$ cat config.mk
export PLATFORM = sky130hd
export DESIGN_NAME = json_string_unescape
export DESIGN_NICKNAME = d
export VERILOG_FILES = /design/src/hw/rtl/jsu_pkg.sv /design/src/hw/rtl/jsu_decode.sv /design/src/hw/rtl/jsu_outq.sv /design/src/hw/rtl/json_string_unescape.sv
export SDC_FILE = /design/constraint.sdc
export NUM_CORES = 1
export LEC_CHECK = 0
export BUFFER_PORTS_ARGS = -buffer_cell sky130_fd_sc_hd__buf_2
export CAP_MARGIN = 10
export CORE_MARGIN = 10
export CORE_UTILIZATION = 35
export CTS_CLUSTER_SIZE = 40
export DETAILED_ROUTE_END_ITERATION = 7
export HOLD_SLACK_MARGIN = 0.05
export PLACE_DENSITY = 0.63
export SYNTH_ARGS = -nofsm -noshare
export SYNTH_HDL_FRONTEND = slang
export SYNTH_SLANG_ARGS = --single-unit
$ cat constraint.sdc
create_clock -name clk_i -period 3.69 [get_ports clk_i]
set_clock_uncertainty 0.1 [all_clocks]
set_input_delay 0.369 -clock clk_i [delete_from_list [all_inputs] [get_ports clk_i]]
set_output_delay 0.369 -clock clk_i [all_outputs]
set_load 0.01 [all_outputs]
$ cat src/hw/rtl/jsu_pkg.sv
// Shared types, codes and helpers for the JSON string unescaper.
`timescale 1ns / 1ps

package jsu_pkg;

  localparam int unsigned ByteW    = 8;
  localparam int unsigned CpW      = 16;
  localparam int unsigned MaxBytes = 3;

  typedef enum logic [2:0] {
    MODE_NORMAL = 3'd0,
    MODE_ESCAPE = 3'd1,
    MODE_HEX0   = 3'd2,
    MODE_HEX1   = 3'd3,
    MODE_HEX2   = 3'd4,
    MODE_HEX3   = 3'd5
  } mode_e;

  typedef enum logic [2:0] {
    ST_CONT    = 3'd0,
    ST_DONE    = 3'd1,
    ST_BAD_U   = 3'd2,
    ST_BAD_ESC = 3'd3,
    ST_UNTERM  = 3'd4
  } status_e;

  localparam logic [ByteW-1:0] ChQuote     = 8'h22;
  localparam logic [ByteW-1:0] ChBackslash = 8'h5C;
  localparam logic [ByteW-1:0] ChSlash     = 8'h2F;
  localparam logic [ByteW-1:0] ChLowerN    = 8'h6E;
  localparam logic [ByteW-1:0] ChLowerT    = 8'h74;
  localparam logic [ByteW-1:0] ChLowerR    = 8'h72;
  localparam logic [ByteW-1:0] ChLowerB    = 8'h62;
  localparam logic [ByteW-1:0] ChLowerF    = 8'h66;
  localparam logic [ByteW-1:0] ChLowerU    = 8'h75;

  localparam logic [ByteW-1:0] CtlLf = 8'h0A;
  localparam logic [ByteW-1:0] CtlHt = 8'h09;
  localparam logic [ByteW-1:0] CtlCr = 8'h0D;
  localparam logic [ByteW-1:0] CtlBs = 8'h08;
  localparam logic [ByteW-1:0] CtlFf = 8'h0C;

  localparam logic [ByteW-1:0] Utf8Lead2 = 8'hC0;
  localparam logic [ByteW-1:0] Utf8Lead3 = 8'hE0;
  localparam logic [ByteW-1:0] Utf8Cont  = 8'h80;
  localparam logic [CpW-1:0]   CpLim1    = 16'h0080;
  localparam logic [CpW-1:0]   CpLim2    = 16'h0800;

  // Group of results caused by one input word.
  typedef struct packed {
    logic [1:0]                     cnt;
    logic [MaxBytes-1:0][ByteW-1:0] bytes;
    logic                           data_vld;
    status_e                        status;
  } grp_t;

  // Non-hex characters count as zero.
  function automatic logic [3:0] hex_digit(input logic [ByteW-1:0] c);
    logic [3:0] v;
    v = 4'd0;
    if (c >= 8'h30 && c <= 8'h39) v = 4'(c - 8'h30);
    else if (c >= 8'h61 && c <= 8'h66) v = 4'(c - 8'h57);
    else if (c >= 8'h41 && c <= 8'h46) v = 4'(c - 8'h37);
    return v;
  endfunction

endpackage

$ cat src/hw/rtl/jsu_decode.sv
// Escape state machine: mode and code point registers plus per-word result group.
`timescale 1ns / 1ps

module jsu_decode
  import jsu_pkg::*;
(
  input  logic             clk_i,
  input  logic             rst_ni,
  input  logic             accept_i,
  input  logic             func_i,
  input  logic [ByteW-1:0] in_byte_i,
  output grp_t             grp_o
);

  mode_e          mode_q, mode_d;
  logic [CpW-1:0] acc_q, acc_d;
  logic [CpW-1:0] cp;
  logic           in_hex;

  always_ff @(posedge clk_i or negedge rst_ni) begin
    if (!rst_ni) begin
      mode_q <= MODE_NORMAL;
      acc_q  <= '0;
    end else if (accept_i) begin
      mode_q <= mode_d;
      acc_q  <= acc_d;
    end
  end

  assign cp     = {acc_q[CpW-5:0], hex_digit(in_byte_i)};
  assign in_hex = (mode_q == MODE_HEX0) || (mode_q == MODE_HEX1) ||
                  (mode_q == MODE_HEX2) || (mode_q == MODE_HEX3);

  always_comb begin
    mode_d         = mode_q;
    acc_d          = acc_q;
    grp_o.cnt      = 2'd0;
    grp_o.bytes    = '0;
    grp_o.data_vld = 1'b1;
    grp_o.status   = ST_CONT;

    if (func_i) begin
      mode_d         = MODE_NORMAL;
      acc_d          = '0;
      grp_o.cnt      = 2'd1;
      grp_o.data_vld = 1'b0;
      grp_o.status   = in_hex ? ST_BAD_U : ST_UNTERM;
    end else begin
      unique case (mode_q)
        MODE_ESCAPE: begin
          mode_d    = MODE_NORMAL;
          grp_o.cnt = 2'd1;
          unique case (in_byte_i)
            ChQuote:     grp_o.bytes[0] = ChQuote;
            ChBackslash: grp_o.bytes[0] = ChBackslash;
            ChSlash:     grp_o.bytes[0] = ChSlash;
            ChLowerN:    grp_o.bytes[0] = CtlLf;
            ChLowerT:    grp_o.bytes[0] = CtlHt;
            ChLowerR:    grp_o.bytes[0] = CtlCr;
            ChLowerB:    grp_o.bytes[0] = CtlBs;
            ChLowerF:    grp_o.bytes[0] = CtlFf;
            ChLowerU: begin
              mode_d    = MODE_HEX0;
              acc_d     = '0;
              grp_o.cnt = 2'd0;
            end
            default: begin
              acc_d          = '0;
              grp_o.data_vld = 1'b0;
              grp_o.status   = ST_BAD_ESC;
            end
          endcase
        end
        MODE_HEX0: begin
          acc_d  = cp;
          mode_d = MODE_HEX1;
        end
        MODE_HEX1: begin
          acc_d  = cp;
          mode_d = MODE_HEX2;
        end
        MODE_HEX2: begin
          acc_d  = cp;
          mode_d = MODE_HEX3;
        end
        MODE_HEX3: begin
          mode_d = MODE_NORMAL;
          acc_d  = '0;
          if (cp < CpLim1) begin
            grp_o.cnt      = 2'd1;
            grp_o.bytes[0] = cp[ByteW-1:0];
          end else if (cp < CpLim2) begin
            grp_o.cnt      = 2'd2;
            grp_o.bytes[0] = Utf8Lead2 | {3'd0, cp[10:6]};
            grp_o.bytes[1] = Utf8Cont | {2'd0, cp[5:0]};
          end else begin
            grp_o.cnt      = 2'd3;
            grp_o.bytes[0] = Utf8Lead3 | {4'd0, cp[15:12]};
            grp_o.bytes[1] = Utf8Cont | {2'd0, cp[11:6]};
            grp_o.bytes[2] = Utf8Cont | {2'd0, cp[5:0]};
          end
        end
        default: begin
          mode_d    = MODE_NORMAL;
          grp_o.cnt = 2'd1;
          if (in_byte_i == ChQuote) begin
            acc_d          = '0;
            grp_o.data_vld = 1'b0;
            grp_o.status   = ST_DONE;
          end else if (in_byte_i == ChBackslash) begin
            mode_d    = MODE_ESCAPE;
            grp_o.cnt = 2'd0;
          end else begin
            grp_o.bytes[0] = in_byte_i;
          end
        end
      endcase
    end
  end

endmodule

$ cat src/hw/rtl/jsu_outq.sv
// Result register: holds one result group and hands it out one word per cycle while res_ready_i is high.
`timescale 1ns / 1ps

module jsu_outq
  import jsu_pkg::*;
(
  input  logic             clk_i,
  input  logic             rst_ni,
  input  logic             load_i,
  input  grp_t             grp_i,
  output logic             can_take_o,
  output logic             res_valid_o,
  input  logic             res_ready_i,
  output logic [ByteW-1:0] out_byte_o,
  output logic             out_valid_o,
  output logic [2:0]       status_o,
  output logic             last_of_run_o
);

  grp_t       grp_q;
  logic       full_q;
  logic [1:0] idx_q;
  logic       pop;
  logic       last;

  assign last        = (idx_q == grp_q.cnt - 2'd1);
  assign pop         = full_q && res_ready_i;
  assign can_take_o  = !full_q || (pop && last);
  assign res_valid_o = full_q;

  always_ff @(posedge clk_i or negedge rst_ni) begin
    if (!rst_ni) begin
      full_q <= 1'b0;
      idx_q  <= '0;
    end else if (load_i) begin
      full_q <= 1'b1;
      idx_q  <= '0;
    end else if (pop && last) begin
      full_q <= 1'b0;
    end else if (pop) begin
      idx_q <= idx_q + 2'd1;
    end
  end

  always_ff @(posedge clk_i) begin
    if (load_i) begin
      grp_q <= grp_i;
    end
  end

  assign out_byte_o    = grp_q.bytes[idx_q];
  assign out_valid_o   = grp_q.data_vld;
  assign status_o      = grp_q.status;
  assign last_of_run_o = last;

endmodule

$ cat src/hw/rtl/json_string_unescape.sv
// Top level of the streaming JSON string body unescaper.
//
// Input channel: in_valid_i / in_ready_o carry one word: func_i (0 = text
// byte in in_byte_i, 1 = end of text). Output channel: res_valid_o /
// res_ready_i carry one result word: out_byte_o, out_valid_o, status_o,
// last_of_run_o.
// A backslash opening an escape, the u of a \u escape and its first three hex
// digits give no result. Every other input word gives one result group of 1 to
// 3 words, loaded into the result register at the edge that accepts the word.
// Throughput: one input word per cycle while groups are single words and the
// receiver does not stall; a group of more than one word holds the result
// register until its last word leaves, such as a 3-byte UTF-8 code point.
// A new word is taken in the same cycle the last word of the current group
// leaves. When the receiver stalls, the result register holds and the
// input stalls while it is full, words with no result included.
// Reset clears the escape state and the code point register and empties the
// result register; the block is ready as soon as reset is released.
// After a done or error status the block is ready for the next string.
`timescale 1ns / 1ps

module json_string_unescape
  import jsu_pkg::*;
(
  input  logic             clk_i,
  input  logic             rst_ni,
  input  logic             in_valid_i,
  output logic             in_ready_o,
  input  logic             func_i,
  input  logic [ByteW-1:0] in_byte_i,
  output logic             res_valid_o,
  input  logic             res_ready_i,
  output logic [ByteW-1:0] out_byte_o,
  output logic             out_valid_o,
  output logic [2:0]       status_o,
  output logic             last_of_run_o
);

  logic accept;
  grp_t grp;

  assign accept = in_valid_i && in_ready_o;

  jsu_decode u_decode (
    .clk_i    (clk_i),
    .rst_ni   (rst_ni),
    .accept_i (accept),
    .func_i   (func_i),
    .in_byte_i(in_byte_i),
    .grp_o    (grp)
  );

  jsu_outq u_outq (
    .clk_i        (clk_i),
    .rst_ni       (rst_ni),
    .load_i       (accept && (grp.cnt != 2'd0)),
    .grp_i        (grp),
    .can_take_o   (in_ready_o),
    .res_valid_o  (res_valid_o),
    .res_ready_i  (res_ready_i),
    .out_byte_o   (out_byte_o),
    .out_valid_o  (out_valid_o),
    .status_o     (status_o),
    .last_of_run_o(last_of_run_o)
  );

endmodule

# Word-level counts from Yosys, hierarchy flattened

Index checks and enable logic that the tools add are counted.

Flip-flop bits (word level): 48
Bits in latches: 0
RAM bits: 0
ROM bits: 0
Input port bits: 13
Output and inout bits: 15
Word-level logic and storage cells: 105
Memories: 0

Add/sub/neg operators: 5
Multiply operators: 0
Divide/modulo/power cells: 0
$lt $le $gt $ge: 9
Eq/ne operators: 17
Shift-type cells: 0
Multiplexer cells: 38
Bitwise operators: 1
Reduce and logical (&&, ||, !) cells: 24

Operators by type and width:

| kind                                                               | count |
|---|---|
| == test 8 x 7 -> 1 bit (second input constant)                     | 7 |
| case mux 7 bit (8 select lines)                                    | 1 |
| 2-to-1 mux 8 bit                                                   | 5 |
| 2-to-1 mux 12 bit                                                  | 3 |
| case mux 12 bit (3 select lines)                                   | 1 |
| case mux 8 bit (3 select lines)                                    | 1 |
| 2-to-1 mux 4 bit                                                   | 5 |
| binary-select mux 8 bit (select 2 bit)                             | 1 |
| == test 8 x 6 -> 1 bit (second input constant)                     | 2 |
| greater-or-equal comparator 8 x 7 -> 1 bit (second input constant) | 2 |
| less-or-equal comparator 8 x 7 -> 1 bit (second input constant)    | 2 |
| less-than comparator 16 x 12 -> 1 bit (second input constant)      | 1 |
| less-than comparator 16 x 8 -> 1 bit (second input constant)       | 1 |
| case mux 3 bit (5 select lines)                                    | 1 |
| 2-to-1 mux 14 bit                                                  | 1 |
| 2-to-1 mux 2 bit                                                   | 7 |
| 2-to-1 mux 3 bit                                                   | 3 |
| OR reduction 9 bit                                                 | 1 |
| greater-or-equal comparator 8 x 6 -> 1 bit (second input constant) | 1 |
| less-or-equal comparator 8 x 6 -> 1 bit (second input constant)    | 1 |
| case mux 4 bit (2 select lines)                                    | 1 |
| OR reduction 4 bit                                                 | 2 |
| OR reduction 8 bit                                                 | 1 |
| subtractor 4 x 3 -> 4 bit (second input constant)                  | 2 |
| 21 further kinds                                                   | 41 |

# Longest topological paths before layout

Gate-level depths: netlist of run 1.

Word-level depth: 14
Mapped depth: 8
Gate-level depth less buffers: 7

# Cells and area by module

Synthesis of run 1 repeated with hierarchy kept, for this count alone.

Cell total of the unflattened synthesis: 294
Area, all modules: 2970.3 um^2

Modules (own cells, without submodules):

| module               | instances | cells each | area each (um^2) | sequential area each (um^2) |
|---|---|---|---|---|
| jsu_decode           | 1         | 211        | 1666.6           | 375.4 |
| jsu_outq             | 1         | 81         | 1287.5           | 975.9 |
| json_string_unescape | 1         | 2          | 16.3             | 0.0 |

# Worst setup path after synthesis of run 1

No wires, ideal clock.

Path type: reg2reg
From: reg u_decode.mode_q[1]
To: reg u_outq.grp_q[10] (netlist bit) (enable)
Setup time: 428 ps
Arrival: 2689 ps
Data required time: 3162 ps
Setup slack: 473 ps
Cell stages (with the launch flop): 6
Buffers on the path: 1
Period minus slack after synthesis: 3217 ps
Cell sequence: dfrtp_1 > or3b_1 > clkbuf_1 > a31oi_1 > a211oi_1 > a21oi_1

Cells in the longest elaborated chain, start to end: 6
Elaborated cells between the ends (all ways): 10
Those cells by class: eq/ne: 5; mux: 2; reduce/logical: 3

RTL lines:

| element                                                        | RTL line                   | source |
|---|---|---|
| start, declared                                                | jsu_decode.sv:15           | `mode_e mode_q, mode_d;` |
| start signal, assigned                                         | jsu_decode.sv:25           | `mode_q <= mode_d;` |
| == test 3 bit / == test 3 x 2 -> 1 bit (equally long branches) | jsu_decode.sv:49           | `unique case (mode_q)` |
| OR reduction 3 bit (no source line)                            | -                          |  |
| case mux 2 bit (3 select lines) *                              | jsu_decode.sv:49           |  |
| 2-to-1 mux 2 bit *                                             | jsu_decode.sv:42           | `if (func_i) begin` |
| nonzero test 2 bit *                                           | json_string_unescape.sv:55 | `.load_i (accept && (grp.cnt != 2'd0)),` |
| logical AND 1 bit *                                            | json_string_unescape.sv:55 |  |
| named net u_outq.load_i                                        | jsu_outq.sv:9              | `input logic load_i,` |
| end signal, assigned                                           | jsu_outq.sv:47             | `grp_q <= grp_i;` |
| end, declared                                                  | jsu_outq.sv:20             | `grp_t grp_q;` |

The timed path passes the listed nets; every way through them passes the cells marked *.
A chain may end at the register's enable or synchronous reset.

# Worst setup path in the final report of run 1

From: reg u_outq.idx_q[0]
To: reg u_decode.acc_q[6]

Cells in the longest elaborated chain, start to end: 5

RTL lines:

| element                              | RTL line                   | source |
|---|---|---|
| start, declared                      | jsu_outq.sv:22             | `logic [1:0] idx_q;` |
| start signal, assigned               | jsu_outq.sv:41             | `idx_q <= idx_q + 2'd1;` |
| == test 2 bit                        | jsu_outq.sv:26             | `assign last = (idx_q == grp_q.cnt - 2'd1);` |
| logical AND 1 bit                    | jsu_outq.sv:28             | `assign can_take_o = !full_q \|\| (pop && last);` |
| logical OR 1 bit                     | jsu_outq.sv:28             |  |
| logical AND 1 bit                    | json_string_unescape.sv:41 | `assign accept = in_valid_i && in_ready_o;` |
| AND reduction 3 bit (no source line) | -                          |  |
| end signal, assigned                 | jsu_decode.sv:23           | `acc_q <= '0;` |
| end signal, assigned                 | jsu_decode.sv:26           | `acc_q <= acc_d;` |
| end, declared                        | jsu_decode.sv:16           | `logic [CpW-1:0] acc_q, acc_d;` |

No other way between the ends.

==> impl_metrics.py, run 1 <==
metrics = {
    "run_status": {
        "outcome": "completed",
    },
    "placed_design": {
        "hpwl_mm": 5.64,
        "dp_cells": 429,
        "place.gp.congestion": 0.898,
        "port_buffers": 27,
        "post-place-ws_ps": 1200,
    },
    "sta": {
        "tightest_slew_ps": 931,
        "setup-tns-final_ps": 0,
        "hold_violations": 0,
        "fin_crit_ps": 2540,
        "fin_ws_ps": 1150,
        "setup_violations": 0,
        "drv_slew": 0,
        "min_period_over_period": 0.687,
        "rsz0062_at_grt": "no",
        "slew_headroom": 0.380,
        "fmax_mhz": 394,
    },
    "synth": {
        "syn_nets": 334,
        "synthFlopType": "edfxtp_1",
        "ys_ff_latch": 46,
        "ys_async_sr_fraction": 0.391,
        "yosys_warnings": 0,
        "synthesis.area_sq_um": 3010,
        "synthCells": 317,
        "ys_types": 66,
        "seq_area_frac_synth": 0.429,
        "syn_avg_cell_area_sq_um": 9.49,
        "synth_edf_count": 28,
    },
    "critical_path": {
        "arrival_ps": 2670,
        "cp.required_ps": 3820,
        "crit_family": "compound AO/OA/AOI/OAI gates",
        "crit_chain": "nand4b_1 -> mux2_1 -> a21oi_1 -> a22o_1 -> a41o_1",
        "cp_max_fo": 15,
        "crit_path_end_kind": "register",
        "start_kind": "register",
        "r2r-end": "u_decode.acc_q[6]$_DFFE_PN0P_",
        "r2r-start": "u_outq.idx_q[0]$_DFFE_PN0P_",
        "worstRegToRegCells": 5,
        "slowest_stage": "dfrtp_1",
        "setup.worst_path.class": "register to register",
        "r2r_slack_ps": 1150,
        "path_buf_inv": 0,
        "slowest_delay_ps": 750,
    },
    "global_routing": {
        "antenna_found_initial": 0,
        "grt_max_degree": 32,
        "grt_pass1_wl_mm": 12.6,
        "grt_util_all_layers": 0.119,
        "overflow": 0,
        "grt_pass1_vias": 2353,
    },
    "hold_path": {
        "min-delay-path-class": "input pin to register",
        "hold_path_end": "u_outq.res_valid_o$_DFFE_PN0P_",
        "hp-start": "res_ready_i",
        "min_path_cells": 3,
    },
    "routing": {
        "dr_wl_met2_mm": 3.65,
        "wl_met3_um": 411,
        "met1_length_mm": 3.47,
        "drc": 0,
        "drt_first_pass_iters": 4,
        "wl_per_cell_um": 17.6,
        "antenna_left": 0,
        "dr.max_layer_used": "met4",
        "routed_wirelength_mm": 7.72,
        "via_per_inst": 5.62,
        "drtIter0Drc": 272,
        "vias": 2460,
    },
    "die": {
        "dieWidth_um": 113,
        "die-area_sq_um": 12700,
        "die_h_um": 113,
        "pin_count": 28,
        "initial_core_util": 0.362,
        "row_count": 33,
        "coreArea_sq_um": 8300,
    },
    "clock_tree": {
        "cts-root-buf": "clkbuf_8",
        "clk_pin_slew_ps": 80,
        "clk_latency_ps": 300,
        "numCtsBuffers": 5,
        "htreeDepth": 2,
        "cts_tree": "done",
        "cts_sinks": 46,
        "cts_max_path_buffers": 2,
    },
    "cells_and_area": {
        "nets": 349,
        "area_delta_synth_final_pct": 9.69,
        "utilization": 0.398,
        "diodes": 0,
        "drive_gt1_frac": 0.156,
        "layout_common_cells": "nand2_1, edfxtp_1, nor2_1, buf_2, dfrtp_1",
        "finalNonFillerCells": 438,
        "layout_commonest_cell": "nand2_1",
    },
    "power": {
        "power.density_nw_per_um2": 494,
        "vdd_drop_max_mv": 0.146,
        "finalPower_mw": 1.63,
        "power_leakage_nw": 1.31,
    },
    "flow_run": {
        "max_cap_violations": 0,
    },
}
cell usage after synthesis (all sizes together), types with 5 or more instances:
library cell   n  area share
mux2i          9       0.030
a21oi         17       0.028
nor3           6       0.012
a211oi         5       0.014
a22oi          8       0.020
buf           11       0.023
a41o           5       0.017
nand2         34       0.044
o41ai          8       0.023
o21ai         18       0.030
nor2          27       0.034
edfxtp        28        0.28
a22o           5       0.015
nand2b         5       0.010
inv           17       0.021
clkbuf        10       0.012
dfrtp         18        0.15
nand3          8       0.013
nor2b          8       0.017
area by class of cell:
cell class,instances,area (sq um)
Inverter,17,63.8
Tap cell,105,131
Clock buffer,8,111
Multi-Input combinational cell,233,1550
Sequential cell,46,1290
Timing Repair Buffer,29,153
Fill cell,842,5000
worst reg2reg max path, stage by stage (launching register included):
cell and delay (ps):
dfrtp_1 750, nand4b_1 190, mux2_1 350, a21oi_1 730
a22o_1 260, a41o_1 90
stage by stage:
step | hold WS [ps] | cell area (sq um)
after global routing | 315 | 3300
after detailed placement | 234 | 3180
final | 301 | 3300
after CTS | 300 | 3300
after global placement | 232 | 3180
after floorplan | -26.6 | 3010
registers in the layout, summed over array words and instances (netlist names):
register            count
u_decode.acc_q         12
u_outq.res_valid_o      1
u_decode.mode_q         3
u_outq.out_valid_o      1
u_outq.grp_q           24
u_outq.idx_q            2
u_outq.status_o         3
worst max path at each step:
stage                                         from                        endpoint  slack [ps]  depth (start not counted)
floorplan           u_decode.mode_q[1]$_DFFE_PN0P_  u_outq.grp_q[10]$_SDFFCE_PP0P_         470                          5
global placement    u_decode.mode_q[0]$_DFFE_PN0P_   u_outq.grp_q[7]$_SDFFCE_PP0P_        1240                          5
detailed placement     u_outq.idx_q[0]$_DFFE_PN0P_   u_decode.acc_q[8]$_DFFE_PN0P_        1200                          5
CTS                 u_decode.mode_q[0]$_DFFE_PN0P_  u_outq.grp_q[19]$_SDFFCE_PP0P_        1190                          5
global route           u_outq.idx_q[1]$_DFFE_PN0P_   u_decode.acc_q[8]$_DFFE_PN0P_         970                          5
finish                 u_outq.idx_q[0]$_DFFE_PN0P_   u_decode.acc_q[6]$_DFFE_PN0P_        1150                          5
cell families after synthesis:
logic type,share of synthesized area
AO/OA/AOI/OAI,0.237
XOR/XNOR,0.0116
adder cells (fa/ha/maj),0.0166
buffers and inverters,0.0570
flip-flops,0.429
multiplexers,0.0337
AND/OR/NAND/NOR,0.215
layer usage:
metal  vias to the layer above  track usage
li1                       1209            -
met1                      1166        0.157
met2                        69        0.188
met3                        16       0.0232
met4                         0       0.0415
met5                         -            0
power breakdown:
part	switching (mW)	leakage (nW)	internal, mW
registers	0.0775	0.513	0.666
clock network	0.173	0.0566	0.194
logic	0.318	0.744	0.201
timing repair:
action                    4_1_cts  5_1_grt
gates resized for setup         0        0
setup buffers                   0        0
hold buffers                    1        0
hold endpoints to repair       18        0
(Power assumes the default switching activity.)
==> run 2: changes to the inputs <==
--- a/config.mk
+++ b/config.mk
@@ -5,6 +5,7 @@
 export SDC_FILE = /design/constraint.sdc
 export NUM_CORES = 1
 export LEC_CHECK = 0
+export ABC_AREA = 1
 export BUFFER_PORTS_ARGS = -buffer_cell sky130_fd_sc_hd__buf_2
 export CAP_MARGIN = 10
 export CORE_MARGIN = 10
@@ -12,7 +13,7 @@
 export CTS_CLUSTER_SIZE = 40
 export DETAILED_ROUTE_END_ITERATION = 7
 export HOLD_SLACK_MARGIN = 0.05
-export PLACE_DENSITY = 0.63
+export PLACE_DENSITY = 0.65
 export SYNTH_ARGS = -nofsm -noshare
 export SYNTH_HDL_FRONTEND = slang
 export SYNTH_SLANG_ARGS = --single-unit
==> constraint.sdc (replaced) <==
create_clock -name clk_i -period 2.1 [get_ports clk_i]
set_clock_uncertainty 0.1 [all_clocks]
set_input_delay 0.21 -clock clk_i [delete_from_list [all_inputs] [get_ports clk_i]]
set_output_delay 0.21 -clock clk_i [all_outputs]
set_load 0.01 [all_outputs]
==> run 2 against run 1 <==
Compared with the run above:
- maximum frequency is 28% higher
- critical endpoint is now u_outq.grp_q[8]$_SDFFCE_PP0P_
- clock-buffer cell count is 1 lower
- wire length is 2.1% lower
- clock power is 75% higher
- power is 95% higher
- register-to-register slack worse by 1000 ps
==> impl_metrics.py, run 2 <==
metrics = {
    "routing": {
        "via_per_inst": 4.92,
        "routed_wirelength_mm": 7.56,
        "drc": 0,
        "drtIter0Drc": 283,
        "vias": 2665,
        "drt_first_pass_iters": 5,
        "wl_per_cell_um": 13.9,
        "antenna_left": 0,
    },
    "synth": {
        "synth_top_area_frac": 0.275,
        "yosys_warnings": 0,
        "ys_types": 34,
        "synthTopCellsByArea": "edfxtp_1, dfrtp_1, nand2_1",
        "synth_top_area_cell": "edfxtp_1",
        "seq_area_frac_synth": 0.423,
        "synthFlopType": "edfxtp_1",
        "synth_edf_count": 28,
        "synth_most_common_cell": "nand2_1",
        "syn_avg_cell_area_sq_um": 7.83,
        "synthCells": 390,
        "syn_nets": 407,
        "ys_top_cells_by_count": "nand2_1, nor2_1, inv_1",
        "synthesis.area_sq_um": 3050,
        "ys_ff_latch": 46,
        "ys_async_sr_fraction": 0.391,
    },
    "clock_tree": {
        "numCtsBuffers": 5,
        "clk_latency_ps": 300,
        "clk_pin_slew_ps": 80,
        "htreeDepth": 2,
        "cts_max_path_buffers": 2,
        "cts-root-buf": "clkbuf_8",
        "cts_tree": "done",
        "cts_sinks": 46,
    },
    "critical_path": {
        "cp_max_fo": 19,
        "slowest_delay_ps": 390,
        "crit_chain": "inv_1 -> nand4_1 -> inv_1 -> nor2_2 -> nor2_1 -> nor2_2 -> nand3_2 -> nand2_4 -> clkinvlp_4 -> buf_12",
        "cp.required_ps": 2010,
        "start_kind": "register",
        "setup.worst_path.class": "register to register",
        "slowest_stage": "dfrtp_1",
        "crit_path_end_kind": "register",
        "arrival_ps": 1890,
    },
    "global_routing": {
        "grt_pass1_vias": 2601,
        "grt_pass1_wl_mm": 12.6,
        "grt_util_all_layers": 0.116,
        "antenna_found_initial": 0,
        "grt_max_degree": 20,
        "overflow": 0,
    },
    "cells_and_area": {
        "finalNonFillerCells": 542,
        "drive_gt1_frac": 0.263,
        "nets": 450,
        "largest_register_ffs": 24,
        "layout_commonest_cell": "nand2_1",
        "stdcell_area_sq_um": 3540,
        "area_delta_synth_final_pct": 15.9,
        "top_register": "u_outq.grp_q",
        "layout_common_cells": "nand2_1, nor2_1, inv_1, nand3_1, edfxtp_1",
        "diodes": 0,
        "num-fill-cells": 882,
        "reg_top3": "u_outq.grp_q x24, u_decode.acc_q x12",
    },
    "die": {
        "pin_count": 28,
        "die_h_um": 113,
        "row_count": 34,
        "coreArea_sq_um": 8590,
        "dieWidth_um": 113,
        "die-area_sq_um": 12900,
        "initial_core_util": 0.355,
    },
    "placed_design": {
        "dp_cells": 530,
        "place_area_sq_um": 3390,
        "post-place-ws_ps": 22.8,
        "place.gp.congestion": 0.908,
        "hpwl_mm": 6.10,
        "port_buffers": 27,
    },
    "power": {
        "vdd_drop_max_mv": 0.363,
        "power_leakage_nw": 1.58,
        "finalPower_mw": 3.18,
        "power.density_nw_per_um2": 899,
    },
    "sta": {
        "setup-tns-final_ps": 0,
        "drv_slew": 0,
        "rsz0062_at_grt": "no",
        "hold_violations": 0,
        "fin_ws_ps": 118,
        "min_period_over_period": 0.944,
        "tightest_slew_ps": 451,
        "setup_violations": 0,
        "fmax_mhz": 505,
        "fin_crit_ps": 1980,
        "slew_headroom": 0.697,
    },
    "flow_run": {
        "max_cap_violations": 0,
    },
    "run_status": {
        "outcome": "completed",
    },
    "hold_path": {
        "min-delay-path-class": "input pin to register",
    },
}
## run 2: cell types whose count changed in the layout (fill, tap and decap cells not counted), moves of 15 or more
| cell | delta |
|---|---|
| buf_4 | +23 |
| nand2_2 | +15 |
| nor2_1 | +34 |
| nand2_1 | +43 |
| nand3_1 | +20 |
| nand4_1 | +17 |
| inv_1 | +17 |
## run 2: power by group
part	switching, mW	leakage, nW	internal (mW)
Clock	0.284	0.0524	0.356
Combinational	0.813	1.02	0.470
Sequential	0.0751	0.510	1.18
## run 2: logic make-up after synthesis
| family | after synthesis | share of synthesized area |
|---|---|---|
| adders and majority gates | 4 | 0.0164 |
| AOI/OAI and AO/OA | 47 | 0.0857 |
| xor gates and xnor gates | 3 | 0.00861 |
| and+or+nand+nor | 226 | 0.363 |
| buffers and inverters | 64 | 0.103 |
| DFF | 46 | 0.423 |
## run 2: timing repair
item / CTS / global route
hold buffers: 1 / 0
gates resized for setup: 0 / 5
hold endpoints to repair: 18 / 0
setup buffers: 0 / 3
setup endpoints to repair: 0 / 26
## run 2: metrics by stage
stage	utilization	hold slack, ps
CTS	0.408	156
detailed placement	0.394	69.6
global placement	0.394	62.2
global route	0.412	182
finish	0.412	153
floorplan	-	-186
## run 2: worst max-delay path, delay by kind of cell (launching register included)
kind          cells  cell delay, ps
simple gates      6             650
buf+inv           4             560
flops             1             390
## run 2: layer usage
layer	vias to the layer above	track usage	part of all wire
li1	1372	-	-
met1	1228	0.158	0.48
met2	59	0.185	0.46
met3	6	0.0268	0.050
met4	0	0.0220	0.0075
met5	-	0	0
## run 2: worst paths after layout
path	from	endpoint	slack [ps]	cells past startpoint
worst max-delay path	u_decode.acc_q[3]$_DFFE_PN0P_	u_outq.grp_q[8]$_SDFFCE_PP0P_	120	10
worst min-delay path	in_valid_i	u_outq.idx_q[0]$_DFFE_PN0P_	150	4
worst max register to register	u_decode.acc_q[3]$_DFFE_PN0P_	u_outq.grp_q[8]$_SDFFCE_PP0P_	120	10
worst min register to register	u_decode.acc_q[0]$_DFFE_PN0P_	u_decode.acc_q[0]$_DFFE_PN0P_	380	2
max in group asynchronous	rst_ni	u_decode.mode_q[2]$_DFFE_PN0P_	1320	2
min in group asynchronous	rst_ni	u_decode.acc_q[0]$_DFFE_PN0P_	270	2
## run 2: final cells by class
class,count,area (sq um),area share
Clock buffer,7,76.3,0.0216
Inverter,47,189,0.0534
Clock inverter,1,30.0,0.00848
Sequential cell,46,1290,0.365
Timing Repair Buffer,53,345,0.0976
Tap cell,108,135,0.0382
Multi-Input combinational cell,280,1470,0.416
==> run 3: changes to the inputs <==
--- a/config.mk
+++ b/config.mk
@@ -13,6 +13,7 @@
 export CTS_CLUSTER_SIZE = 40
 export DETAILED_ROUTE_END_ITERATION = 7
 export HOLD_SLACK_MARGIN = 0.05
+export MAX_ROUTING_LAYER = met4
 export PLACE_DENSITY = 0.65
 export SYNTH_ARGS = -nofsm -noshare
 export SYNTH_HDL_FRONTEND = slang
==> run 3 against run 2 <==
Compared with the run above:
- sequential power barely moved
- combinational power is 3% higher
- first-iteration DRC count is 9.9% lower
- wire length shrank 0.73%
- maximum frequency decreased by 2.7%
- die area did not move
- critical path depth decreased by 1
- hold slack improved by 39 ps
- largest power group unchanged
- highest routed layer unchanged
==> impl_metrics.py, run 3 (same netlist as run 2, synthesis figures left out) <==
metrics = {
    "hold_path": {
        "min-delay-path-class": "input pin to register",
    },
    "power": {
        "power_frac_seq": 0.391,
        "power.density_nw_per_um2": 905,
        "p_sw_frac": 0.369,
        "finalPower_mw": 3.22,
        "p_clk_frac": 0.198,
        "comb_power_share": 0.411,
        "vdd_drop_max_mv": 0.390,
        "p_sw_mw": 1.19,
        "power_leakage_nw": 1.58,
        "p_int_mw": 2.03,
    },
    "sta": {
        "min_period_over_period": 0.970,
        "holdWs_ps": 192,
        "slew_headroom": 0.687,
        "drv_slew": 0,
        "hold_violations": 0,
        "setup_violations": 0,
        "tightest_slew_ps": 467,
        "fin_crit_ps": 2040,
        "fmax_mhz": 491,
    },
    "run_status": {
        "outcome": "completed",
    },
    "die": {
        "row_count": 34,
        "coreArea_sq_um": 8590,
        "pin_count": 28,
        "dieWidth_um": 113,
        "die-area_sq_um": 12900,
        "initial_core_util": 0.355,
        "die_h_um": 113,
    },
    "clock_tree": {
        "cts_tree": "done",
        "clk_pin_slew_ps": 80,
        "numCtsBuffers": 5,
        "htreeDepth": 2,
        "cts_max_path_buffers": 2,
        "clk_latency_ps": 290,
        "cts_sinks": 46,
        "cts-root-buf": "clkbuf_8",
    },
    "critical_path": {
        "cp.depth": 9,
        "setup.worst_path.class": "register to register",
        "slowest_delay_ps": 460,
        "r2r-end": "u_outq.grp_q[14]$_SDFFCE_PP0P_",
        "start_kind": "register",
        "critPathCapture": "u_outq.grp_q[14]$_SDFFCE_PP0P_",
        "path_buf_inv": 3,
        "slowest_stage": "dfrtp_2",
        "crit_chain": "inv_2 -> nand3_1 -> nand3_2 -> nor2_1 -> a21oi_2 -> nand3_4 -> nand2_4 -> clkinvlp_4 -> clkbuf_16",
        "cp_max_fo": 12,
        "crit_family": "simple AND/OR/NAND/NOR gates",
        "crit_start": "u_decode.mode_q[2]$_DFFE_PN0P_",
        "crit_path_end_kind": "register",
        "r2r_slack_ps": 60,
        "arrival_ps": 2000,
        "r2r-start": "u_decode.mode_q[2]$_DFFE_PN0P_",
        "cp.required_ps": 2070,
        "worstRegToRegCells": 9,
    },
    "cells_and_area": {
        "layout_common_cells": "nand2_1, nor2_1, inv_1, nand3_1, edfxtp_1",
        "diodes": 0,
        "drive_gt1_frac": 0.263,
        "layout_commonest_cell": "nand2_1",
        "nets": 446,
        "top_register": "u_outq.grp_q",
        "largest_register_ffs": 24,
        "area_delta_synth_final_pct": 16.6,
        "reg_top3": "u_outq.grp_q x24, u_decode.acc_q x12",
    },
    "routing": {
        "vias": 2654,
        "via_per_inst": 4.93,
        "drc": 0,
        "drt_first_pass_iters": 5,
        "drtIter0Drc": 255,
        "wl_per_cell_um": 13.9,
        "routed_wirelength_mm": 7.50,
        "antenna_left": 0,
    },
    "placed_design": {
        "hpwl_mm": 5.88,
        "place.gp.congestion": 0.910,
        "port_buffers": 27,
    },
    "global_routing": {
        "antenna_found_initial": 0,
        "grt_max_degree": 26,
        "grt_pass1_wl_mm": 12.8,
        "grt_pass1_vias": 2588,
        "overflow": 0,
        "grt_util_all_layers": 0.122,
    },
    "flow_run": {
        "max_cap_violations": 0,
    },
}
-- run 3: what timing repair did --
action,4_1_cts,5_1_grt
hold endpoints to repair,18,0
endpoints found under the setup margin,0,28
buffers inserted,0,3
hold buffers,1,0
resized for setup,0,12
-- run 3: layout make-up --
type	instances	area, sq um
Clock buffer	6	72.6
Sequential cell	46	1290
Tap cell	108	135
Fill cell	877	5030
Clock inverter	2	33.8
Multi-Input combinational cell	280	1500
Inverter	47	189
Timing Repair Buffer	49	333
-- run 3: tightest hold or removal path: stages --
cell     delay, ps
buf_2          100
nand2_1         60
o21ai_0         80
nand2_1         60
a21oi_1         40
-- run 3: metal layers --
layer / wire [um] / up-vias / GRT usage / share of wire
met1: 3520 / 1212 / 0.159 / 0.47
met2: 3480 / 70 / 0.185 / 0.46
met4: 100 / 0 / 0.0288 / 0.013
li1: - / 1362 / - / -
met5: 0 / - / - / 0
met3: 398 / 10 / 0.0304 / 0.053
-- run 3: worst min-delay path by stage --
stage	startpoint	endpoint	cells after the start
5_1_grt	res_ready_i	u_outq.idx_q[0]$_DFFE_PN0P_	5
4_1_cts	res_ready_i	u_outq.idx_q[0]$_DFFE_PN0P_	5
2_1_floorplan	rst_ni	u_decode.acc_q[0]$_DFFE_PN0P_	0
3_5_place_dp	rst_ni	u_decode.acc_q[0]$_DFFE_PN0P_	1
6_report	res_ready_i	u_outq.idx_q[0]$_DFFE_PN0P_	5
3_3_place_gp	rst_ni	u_decode.acc_q[0]$_DFFE_PN0P_	1
-- run 3: per-stage QoR --
stage | setup TNS [ps] | area, sq um | worst slack, ps | cells | utilization
floorplan | 0 | 3070 | 12.0 | 390 | -
global placement | 0 | 3350 | 96.3 | 525 | 0.390
detailed placement | 0 | 3350 | 38.7 | 525 | 0.390
CTS | 0 | 3470 | 88.0 | 534 | 0.403
global route | -254 | 3560 | -18.0 | 538 | 0.414
finish | 0 | 3560 | 63.0 | 538 | 0.414
-- run 3: power groups by stage --
| stage | Clock [mW] | Sequential, mW | Combinational, mW |
|---|---|---|---|
| after floorplan | 0 | 1.26 | 0.888 |
| after global placement | 0 | 1.27 | 1.27 |
| after detailed placement | 0 | 1.28 | 1.28 |
| after CTS | 0.648 | 1.26 | 1.28 |
| after global routing | 0.694 | 1.28 | 1.48 |
| final | 0.637 | 1.26 | 1.32 |
